`src/sv/cha_pkg.sv`:
```
package cha_pkg;

  localparam int MEM_BYTES_DEF  = 4096;
  localparam int DESC_BYTES_DEF = 8;

  localparam int CMD_W  = 3;
  localparam int SIZE_W = 13;
  localparam int SLOT_W = 9;
  localparam int OFF_W  = 12;
  localparam int BYTE_W = 8;
  localparam int ST_W   = 2;
  localparam int USED_W = 9;

  localparam logic [CMD_W-1:0] CMD_ALLOC   = 3'd0;
  localparam logic [CMD_W-1:0] CMD_FREE    = 3'd1;
  localparam logic [CMD_W-1:0] CMD_REALLOC = 3'd2;
  localparam logic [CMD_W-1:0] CMD_READ    = 3'd3;
  localparam logic [CMD_W-1:0] CMD_WRITE   = 3'd4;
  localparam logic [CMD_W-1:0] CMD_SIZE    = 3'd5;

  localparam logic [ST_W-1:0] ST_OK  = 2'd0;
  localparam logic [ST_W-1:0] ST_OOM = 2'd1;
  localparam logic [ST_W-1:0] ST_BAD = 2'd2;
  localparam logic [ST_W-1:0] ST_OFF = 2'd3;

  typedef enum logic [4:0] {
    OP_NONE, OP_IDLE, OP_LOOK, OP_DECODE, OP_SCAN_RD, OP_SCAN_CHK, OP_GRANT,
    OP_CP_RD, OP_CP_WR, OP_FREE_SETUP, OP_MV_RD, OP_MV_WR, OP_RB_RD, OP_RB_WR,
    OP_FIX, OP_ZERO, OP_TR_RD, OP_TR_CHK, OP_ACC_RD, OP_ACC_WR, OP_ACC_CAP,
    OP_DONE
  } dp_op_t;

  typedef struct packed {
    dp_op_t          op;
    logic            take;
    logic            grow;
    logic            bsz_load;
    logic            set_st;
    logic [ST_W-1:0] st;
  } dp_cmd_t;

  typedef struct packed {
    logic [CMD_W-1:0] cmd;
    logic             h_zero;
    logic             live;
    logic             off_bad;
    logic             size_zero;
    logic             no_room;
    logic             scan_end;
    logic             slot_used;
    logic             table_full;
    logic             cnt_zero;
    logic             cnt_last;
    logic             h_is_lowest;
    logic             lowest_zero;
    logic             out_busy;
  } dp_flag_t;

endpackage

```
`src/sv/cha_ctrl.sv`:
```
module cha_ctrl (
  input  logic              clk,
  input  logic              rst,
  input  logic              req_valid,
  output logic              req_ready,
  input  cha_pkg::dp_flag_t flag,
  output cha_pkg::dp_cmd_t  cmd
);
  import cha_pkg::*;

  typedef enum logic [4:0] {
    S_CLEAR, S_IDLE, S_LOOK, S_DECODE, S_SCAN_RD, S_SCAN_CHK, S_GRANT_REUSE, S_GRANT_NEW,
    S_CP_RD, S_CP_WR, S_FREE_SETUP, S_MV_RD, S_MV_WR, S_RB_RD, S_RB_WR, S_FIX,
    S_ZERO, S_TR_RD, S_TR_CHK, S_ACC_RD, S_ACC_WR, S_ACC_CAP, S_DONE
  } state_t;

  state_t state, state_next;

  always_ff @(posedge clk) begin
    if (rst) begin
      state <= S_CLEAR;
    end else begin
      state <= state_next;
    end
  end

  always_comb begin
    state_next = state;
    cmd        = '0;
    cmd.op     = OP_NONE;
    req_ready  = 1'b0;
    case (state)
      S_CLEAR: begin
        // The byte store is zeroed once after reset before any request is taken.
        cmd.op = OP_ZERO;
        if (flag.cnt_last) state_next = S_IDLE;
      end
      S_IDLE: begin
        req_ready = 1'b1;
        cmd.op    = OP_IDLE;
        cmd.take  = req_valid;
        if (req_valid) state_next = S_LOOK;
      end
      S_LOOK: begin
        cmd.op     = OP_LOOK;
        state_next = S_DECODE;
      end
      S_DECODE: begin
        cmd.op     = OP_DECODE;
        state_next = S_DONE;
        case (flag.cmd)
          CMD_ALLOC: begin
            if (flag.size_zero) begin
              state_next = S_DONE;
            end else if (flag.no_room) begin
              cmd.set_st = 1'b1;
              cmd.st     = ST_OOM;
            end else begin
              state_next = S_SCAN_RD;
            end
          end
          CMD_FREE: begin
            if (flag.h_zero) begin
              state_next = S_DONE;
            end else if (!flag.live) begin
              cmd.set_st = 1'b1;
              cmd.st     = ST_BAD;
            end else begin
              cmd.bsz_load = 1'b1;
              state_next   = S_FREE_SETUP;
            end
          end
          CMD_REALLOC: begin
            if (!flag.h_zero && !flag.live) begin
              cmd.set_st = 1'b1;
              cmd.st     = ST_BAD;
            end else if (flag.size_zero) begin
              if (!flag.h_zero) state_next = S_FREE_SETUP;
            end else if (flag.no_room) begin
              cmd.set_st = 1'b1;
              cmd.st     = ST_OOM;
            end else begin
              state_next = S_SCAN_RD;
            end
          end
          CMD_READ, CMD_WRITE: begin
            if (flag.h_zero) begin
              cmd.set_st = 1'b1;
              cmd.st     = ST_OFF;
            end else if (!flag.live) begin
              cmd.set_st = 1'b1;
              cmd.st     = ST_BAD;
            end else begin
              cmd.bsz_load = 1'b1;
              if (flag.off_bad) begin
                cmd.set_st = 1'b1;
                cmd.st     = ST_OFF;
              end else if (flag.cmd == CMD_READ) begin
                state_next = S_ACC_RD;
              end else begin
                state_next = S_ACC_WR;
              end
            end
          end
          CMD_SIZE: begin
            if (!flag.h_zero) begin
              if (!flag.live) begin
                cmd.set_st = 1'b1;
                cmd.st     = ST_BAD;
              end else begin
                cmd.bsz_load = 1'b1;
              end
            end
          end
          default: state_next = S_DONE;
        endcase
      end
      S_SCAN_RD: begin
        cmd.op = OP_SCAN_RD;
        if (flag.scan_end) begin
          if (flag.table_full) begin
            cmd.set_st = 1'b1;
            cmd.st     = ST_OOM;
            state_next = S_DONE;
          end else begin
            state_next = S_GRANT_NEW;
          end
        end else begin
          state_next = S_SCAN_CHK;
        end
      end
      S_SCAN_CHK: begin
        cmd.op     = OP_SCAN_CHK;
        state_next = flag.slot_used ? S_SCAN_RD : S_GRANT_REUSE;
      end
      S_GRANT_REUSE, S_GRANT_NEW: begin
        cmd.op   = OP_GRANT;
        cmd.grow = (state == S_GRANT_NEW);
        if (flag.cmd == CMD_REALLOC && !flag.h_zero) begin
          state_next = S_CP_RD;
        end else begin
          state_next = S_DONE;
        end
      end
      S_CP_RD: begin
        cmd.op     = OP_CP_RD;
        state_next = flag.cnt_zero ? S_FREE_SETUP : S_CP_WR;
      end
      S_CP_WR: begin
        cmd.op     = OP_CP_WR;
        state_next = flag.cnt_last ? S_FREE_SETUP : S_CP_RD;
      end
      S_FREE_SETUP: begin
        cmd.op     = OP_FREE_SETUP;
        state_next = S_MV_RD;
      end
      S_MV_RD: begin
        cmd.op     = OP_MV_RD;
        state_next = flag.cnt_zero ? S_RB_RD : S_MV_WR;
      end
      S_MV_WR: begin
        cmd.op     = OP_MV_WR;
        state_next = flag.cnt_last ? S_RB_RD : S_MV_RD;
      end
      S_RB_RD: begin
        cmd.op     = OP_RB_RD;
        state_next = flag.scan_end ? S_FIX : S_RB_WR;
      end
      S_RB_WR: begin
        cmd.op     = OP_RB_WR;
        state_next = S_RB_RD;
      end
      S_FIX: begin
        cmd.op     = OP_FIX;
        state_next = S_ZERO;
      end
      S_ZERO: begin
        cmd.op = OP_ZERO;
        if (flag.cnt_last) state_next = flag.h_is_lowest ? S_TR_RD : S_DONE;
      end
      S_TR_RD: begin
        cmd.op     = OP_TR_RD;
        state_next = flag.lowest_zero ? S_DONE : S_TR_CHK;
      end
      S_TR_CHK: begin
        cmd.op     = OP_TR_CHK;
        state_next = flag.slot_used ? S_DONE : S_TR_RD;
      end
      S_ACC_RD: begin
        cmd.op     = OP_ACC_RD;
        state_next = S_ACC_CAP;
      end
      S_ACC_CAP: begin
        cmd.op     = OP_ACC_CAP;
        state_next = S_DONE;
      end
      S_ACC_WR: begin
        cmd.op     = OP_ACC_WR;
        state_next = S_DONE;
      end
      S_DONE: begin
        if (!flag.out_busy) begin
          cmd.op     = OP_DONE;
          state_next = S_IDLE;
        end
      end
      default: state_next = S_IDLE;
    endcase
  end

endmodule

```
`config.mk`:
```
export PLATFORM = sky130hd
export DESIGN_NAME = cha_ctrl
export DESIGN_NICKNAME = d
export VERILOG_FILES = /design/src/sv/cha_pkg.sv /design/src/sv/cha_ctrl.sv
export SDC_FILE = /design/constraint.sdc
export NUM_CORES = 1
export LEC_CHECK = 0
export ABC_AREA = 1
export ABC_CLOCK_PERIOD_IN_PS = 2100
export BUFFER_PORTS_ARGS = -buffer_cell sky130_fd_sc_hd__buf_4
export CORE_MARGIN = 1
export CORE_UTILIZATION = 57
export CTS_CLUSTER_SIZE = 16
export DETAILED_ROUTE_END_ITERATION = 16
export PLACE_DENSITY = 0.92
export SKIP_CTS_REPAIR_TIMING = 1
export SYNTH_ARGS = -nofsm -noshare
export SYNTH_HDL_FRONTEND = slang
export SYNTH_SLANG_ARGS = --single-unit
```
`constraint.sdc`:
```
create_clock -name clk -period 2.1 [get_ports clk]
set_input_delay 0.315 -clock clk [delete_from_list [all_inputs] [get_ports clk]]
set_output_delay 0.315 -clock clk [all_outputs]
set_load 0.02 [all_outputs]
```
==> impl_metrics.env, run 1 <==
export IMPL_outcome="finished clean"
export IMPL_synthDominantCellAreaShare_pct=21.41
export IMPL_finalSetupViolCount=0
export IMPL_numCtsBuffers=3
export IMPL_cts_htree_levels=1
export IMPL_layout_cells_most_common_list="nand2_1 (66), nor2_1 (43), inv_1 (34), buf_4 (34), nand3_1 (25)"
export IMPL_maxClockFrequency_mhz=501.7
export IMPL_max_clock_path_buffers=2
export IMPL_grt_total_usage_pct=37.43
export IMPL_die_height_um=47.06
export IMPL_post_route_drc_count=0
export IMPL_floorplan_die_width_um=47.06
export IMPL_post_route_cell_area_um2=1450
export IMPL_globalRoute_totalOverflow=0
export IMPL_synth_sequential_area_ratio_pct=8.649
export IMPL_finalClockSkew_ns=0.004240
export IMPL_post_synth_num_cell_types=25
export IMPL_largest_register_ffs=5
export IMPL_worstSkewPairLatency_ns=0.24
export IMPL_clockPowerShare_pct=10.3
export IMPL_nets=290
export IMPL_drt_pass1_iterations=5
export IMPL_cts_num_sinks=5
export IMPL_timing_critical_path_fanout_max=5
export IMPL_grt_antenna_before_repair=0
export IMPL_cp_top_family="simple AND/OR/NAND/NOR gates"
export IMPL_crit_path_frequent_cell="nor2_1"
export IMPL_ant_nets=0
export IMPL_numPortBuffers=30
export IMPL_netlist_area_um2=1157
export IMPL_seq_power_share_pct=15.4
export IMPL_post_layout_total_power_mw=1.078
export IMPL_root_buffer="clkbuf_4"
export IMPL_synthCells=236
export IMPL_tightest_slew_ns=0.3851
export IMPL_rows=15
export IMPL_syn_avg_cell_area_um2=4.904
export IMPL_switching_power_uw=593.4
export IMPL_filler_cell_count=153
export IMPL_wire_per_inst_um=13.01
export IMPL_final_max_slew_violation_count=0
export IMPL_timing_hold_ws_ns=0.2581
export IMPL_totalNegativeSetupSlack_ns=0
export IMPL_worst_ep_required_time_ns=1.78
export IMPL_first_global_vias=1386
export IMPL_hold_path_class="input port to register"
export IMPL_cts_tree="done"
export IMPL_internal_power_uw=484.5
export IMPL_commonest_non_fill_non_tap_cell_in_the_layout="nand2_1"
export IMPL_floorplan_die_area_um2=2215
export IMPL_power_ir_vdd_worst_v=0.0007008
export IMPL_power_static_leakage_nw=0.8188
export IMPL_timing_final_crit_share_pct=94.92
export IMPL_detailedRoute_firstIterationViolations=163
export IMPL_detailedPlacementHpwl_mm=3.082
export IMPL_clk_pin_slew_worst_paths_ns=0.05
export IMPL_dr_total_vias=1720
export IMPL_flow_area_growth_from_synthesis_pct=25.30
export IMPL_critPathMaxStageDelay_ns=0.39
export IMPL_power_density_nw_per_um2=743.3
export IMPL_starting_density_pct=63.57
export IMPL_cp_data_arrival_time_ns=1.68
export IMPL_post_route_cells_drive_above_1_share_pct=19.63
export IMPL_power_share_combinational_pct=74.3
export IMPL_num_antenna_cells=0
export IMPL_finalHoldViolations=0
export IMPL_worstSetupStartpointType="register"
export IMPL_ys_top_cells_by_area="nand2_1 (21%), nor2_1 (14%), inv_1 (11%)"
export IMPL_max_flop_register="state"
export IMPL_ys_ff_latch=5
export IMPL_placedInstanceArea_um2=1410
export IMPL_setup_worst_path_class="register to primary output"
export IMPL_path_cells="inv_1, nor2_4, nand2_1, nor2_1, nor2_1, nand3_1, buf_4"
export IMPL_end_kind="primary output"
export IMPL_cp_slowest_cell="dfxtp_1"
export IMPL_largest_registers="state (5)"
export IMPL_max_cap_violations=0
export IMPL_yosysWarnings=0
export IMPL_maximum_number_of_pins_on_one_net_before_global_route_repair=11
export IMPL_grt_pass1_wl_mm=5.885
export IMPL_route_detailed_vias_per_inst=5.831
export IMPL_final_core_utilization_pct=79.66
export IMPL_io_pin_count=31
export IMPL_worstPathBufferInverterCount=2
export IMPL_yosys_area_top_type="nand2_1"
export IMPL_mappedNetlistNets=255
export IMPL_routed_wl_mm=3.837
export IMPL_grt_setup_unrepaired="false"
export IMPL_swShare_pct=55.05
export IMPL_routability_congestion_estimate_from_global_placement=1.007
export IMPL_finalCriticalPeriod_ns=1.993
export IMPL_slew_limit_headroom_pct=74.13
export IMPL_core_area_um2=1821
metal layers:
metal | GRT usage [%] | wire [µm] | vias up
met5 | 0 | 0 | -
met4 | 17.71 | 190 | 0
met3 | 7.308 | 471 | 32
met2 | 59.44 | 1701 | 137
met1 | 48.62 | 1473 | 715
li1 | - | - | 836
worst reg2reg max path: cells and delay by family (launching register included):
family	cells	cell delay, ns
DFF	1	0.39
and+or+nand+nor	8	0.93
AOI/OAI and AO/OA	1	0.11
buffers and inverters	1	0.14
cells in the mapped netlist (all sizes together):
master	count
a21oi	9
a31oi	1
a41oi	1
buf	3
clkbuf	1
dfxtp	5
inv	36
nand2	66
nand3	27
nand3b	1
nand4	7
nor2	52
nor3	7
nor3b	1
nor4	2
o211ai	1
o21ai	14
o22ai	1
o31ai	1
worst paths after layout:
path                         start                    end  slack, ns  cells after the start
max reg2reg  state[1]$_SDFFE_PP0P_  state[2]$_SDFFE_PP0P_       0.46                     10
max          state[1]$_SDFFE_PP0P_                 cmd[8]       0.11                      7
min reg2reg  state[3]$_SDFFE_PP0P_  state[3]$_SDFFE_PP0P_       0.68                      2
min                            rst  state[2]$_SDFFE_PP0P_       0.26                      2
through the flow:
| step | instances | worst slack, ns |
|---|---|---|
| final | 295 | 0.1067 |
| after detailed placement | 291 | 0.2163 |
| after floorplan | 236 | 0.2347 |
| after global placement | 291 | 0.2175 |
| after global routing | 295 | 0.0003274 |
| after CTS | 295 | 0.03027 |
power by group through the flow:
stage | sequential, mW | clock, mW | combinational, mW
global route | 0.171 | 0.116 | 0.877
finish | 0.166 | 0.111 | 0.801
floorplan | 0.125 | 0 | 0.563
detailed placement | 0.156 | 0 | 0.770
CTS | 0.154 | 0.112 | 0.773
global placement | 0.156 | 0 | 0.773
layout make-up:
cell class	count	area (µm²)	area share (%)
multi-input cells	191	893.4	61.60
flip-flops and latches	5	103.9	7.161
clock buffers	4	26.28	1.812
inverters	36	140.1	9.663
repair buffers	34	255.2	17.60
well taps	25	31.28	2.157
kinds of logic (layout without fill, tap and decap cells):
family / Yosys count / after routing / synth area share, %
AOI/OAI and AO/OA: 28 / 28 / 13.08
DFF: 5 / 5 / 8.649
buffers and inverters: 40 / 74 / 15.03
and+or+nand+nor: 163 / 163 / 63.24
No activity file was read; power rests on OpenSTA's default activity.
==> run 2, diff against run 1 <==
- ABC_CLOCK_PERIOD_IN_PS: 2100 -> 1650
- CORE_UTILIZATION: 57 -> 48
- GPL_ROUTABILITY_DRIVEN: default -> 0
- PLACE_DENSITY: 0.92 -> 0.83
- clock period: 2.1 -> 1.65 ns (I/O delays scaled with it)
==> impl_metrics.env, run 2 (synthesis results as in run 1) <==
export IMPL_cts_htree_levels=1
export IMPL_starting_density_pct=51.82
export IMPL_max_cap_violations=0
export IMPL_maxClockFrequency_mhz=536.6
export IMPL_timing_critical_path_from="state[0]$_SDFFE_PP0P_"
export IMPL_grt_setup_unrepaired="true"
export IMPL_end_kind="primary output"
export IMPL_root_buffer="clkbuf_4"
export IMPL_floorplan_die_area_um2=2612
export IMPL_numCtsBuffers=3
export IMPL_finalClockSkew_ns=0.0008187
export IMPL_first_global_vias=1497
export IMPL_worst_slack_ns=-0.2137
export IMPL_timing_final_crit_share_pct=113.0
export IMPL_swShare_pct=52.06
export IMPL_post_route_drc_count=0
export IMPL_finalCriticalPeriod_ns=1.864
export IMPL_nets=310
export IMPL_post_route_cells_drive_above_1_share_pct=32.41
export IMPL_layout_cells_most_common_list="nand2_1 (65), buf_4 (51), nor2_1 (38)"
export IMPL_violations="setup timing"
export IMPL_worstSetupStartpointType="register"
export IMPL_setup_worst_path_end="cmd[6]"
export IMPL_power_ir_vdd_worst_v=0.0008243
export IMPL_hold_path_class="input port to register"
export IMPL_clockPowerShare_pct=8.8
export IMPL_slew_limit_headroom_pct=77.37
export IMPL_power_share_combinational_pct=77.4
export IMPL_die_height_um=51.11
export IMPL_detailedRoute_firstIterationViolations=148
export IMPL_globalRoute_totalOverflow=0
export IMPL_timing_hold_ws_ns=0.1925
export IMPL_total_instance_count_after_detailed_placement=307
export IMPL_power_density_nw_per_um2=928.9
export IMPL_cts_tree="done"
export IMPL_final_max_slew_violation_count=0
export IMPL_cp_data_arrival_time_ns=1.62
export IMPL_seq_power_share_pct=13.8
export IMPL_drt_pass1_iterations=5
export IMPL_layout_cells_non_filler=318
export IMPL_largest_register_ffs=5
export IMPL_grt_total_usage_pct=30.04
export IMPL_finalSetupViolCount=8
export IMPL_rows=17
export IMPL_core_area_um2=2233
export IMPL_clk_pin_slew_worst_paths_ns=0.04
export IMPL_largest_registers="state (5)"
export IMPL_timing_critical_path_fanout_max=7
export IMPL_grt_pass1_wl_mm=6.099
export IMPL_tightest_slew_ns=0.3369
export IMPL_io_pin_count=31
export IMPL_commonest_non_fill_non_tap_cell_in_the_layout="nand2_1"
export IMPL_outcome="complete, but fails checks"
export IMPL_power_static_leakage_nw=0.9328
export IMPL_ant_nets=0
export IMPL_reg2reg_to="state[0]$_SDFFE_PP0P_"
export IMPL_grt_antenna_before_repair=0
export IMPL_max_flop_register="state"
export IMPL_filler_cell_count=189
export IMPL_switching_power_uw=818.1
export IMPL_worstReg2RegStart="state[4]$_SDFFE_PP0P_"
export IMPL_maximum_number_of_pins_on_one_net_before_global_route_repair=11
export IMPL_worstSkewPairLatency_ns=0.24
export IMPL_route_detailed_vias_per_inst=5.704
export IMPL_num_antenna_cells=0
export IMPL_detailedPlacementHpwl_mm=3.097
export IMPL_wire_per_inst_um=13.12
export IMPL_cts_num_sinks=5
export IMPL_setup_worst_path_class="register to primary output"
export IMPL_max_clock_path_buffers=2
export IMPL_timing_reg2reg_setup_slack_ns=0.03
export IMPL_worst_ep_required_time_ns=1.40
export IMPL_dr_total_vias=1814
export IMPL_totalNegativeSetupSlack_ns=-1.074
export IMPL_worst_r2r_path_depth=11
export IMPL_floorplan_die_width_um=51.11
export IMPL_finalHoldViolations=0
export IMPL_routed_wl_mm=4.173
export IMPL_numPortBuffers=30
export IMPL_flow_area_growth_from_synthesis_pct=46.16
export IMPL_internal_power_uw=753.4
==> run 2: power by group through the flow <==
stage,Combinational (mW),Clock [mW],Sequential (mW)
after floorplan,0.719,0,0.160
after global placement,1.05,0,0.200
after detailed placement,1.05,0,0.201
after CTS,1.06,0.141,0.199
after global routing,1.31,0.154,0.223
final,1.22,0.138,0.218
==> run 2: worst min path at each step <==
stage / from / to / slack (ns) / depth (start not counted)
after floorplan: rst / state[1]$_SDFFE_PP0P_ / 0.32 / 1
after global placement: rst / state[4]$_SDFFE_PP0P_ / 0.45 / 2
after detailed placement: rst / state[2]$_SDFFE_PP0P_ / 0.45 / 2
after CTS: rst / state[2]$_SDFFE_PP0P_ / 0.20 / 2
after global routing: rst / state[2]$_SDFFE_PP0P_ / 0.18 / 2
final: rst / state[2]$_SDFFE_PP0P_ / 0.19 / 2
==> run 2: critical path: stages, from the launching register on <==
cell	delay (ns)
dfxtp_4	0.37
buf_6	0.12
nor2_4	0.14
nand2_1	0.20
o21ai_1	0.25
nor2_1	0.07
nand3_1	0.09
buf_4	0.14
==> run 2: through the flow <==
step / power [mW] / utilization [%] / setup WS (ns) / cell area, µm²
finish: 1.571 / 75.74 / -0.2137 / 1692
global route: 1.684 / 75.74 / -0.2506 / 1692
CTS: 1.395 / 69.08 / -0.2863 / 1543
detailed placement: 1.252 / 67.90 / -0.02385 / 1516
global placement: 1.253 / 67.90 / -0.02112 / 1516
floorplan: 0.8784 / - / 0.06853 / 1162
==> run 2: cell type report <==
cell class,instances,area (µm²),area share [%]
Clock buffer,4,26.28,1.553
Inverter,36,142.6,8.432
Multi-Input combinational cell,191,952.2,56.29
Sequential cell,5,118.9,7.027
Tap cell,28,35.03,2.071
Timing Repair Buffer,54,416.7,24.63
==> run 2: metal layers <==
metal / vias up / track usage (%) / share of wire (%)
met5: - / 0 / 0
met4: 0 / 12.96 / 3.9
met3: 24 / 1.488 / 7.3
met2: 116 / 53.07 / 48
met1: 796 / 37.25 / 40
li1: 878 / - / -
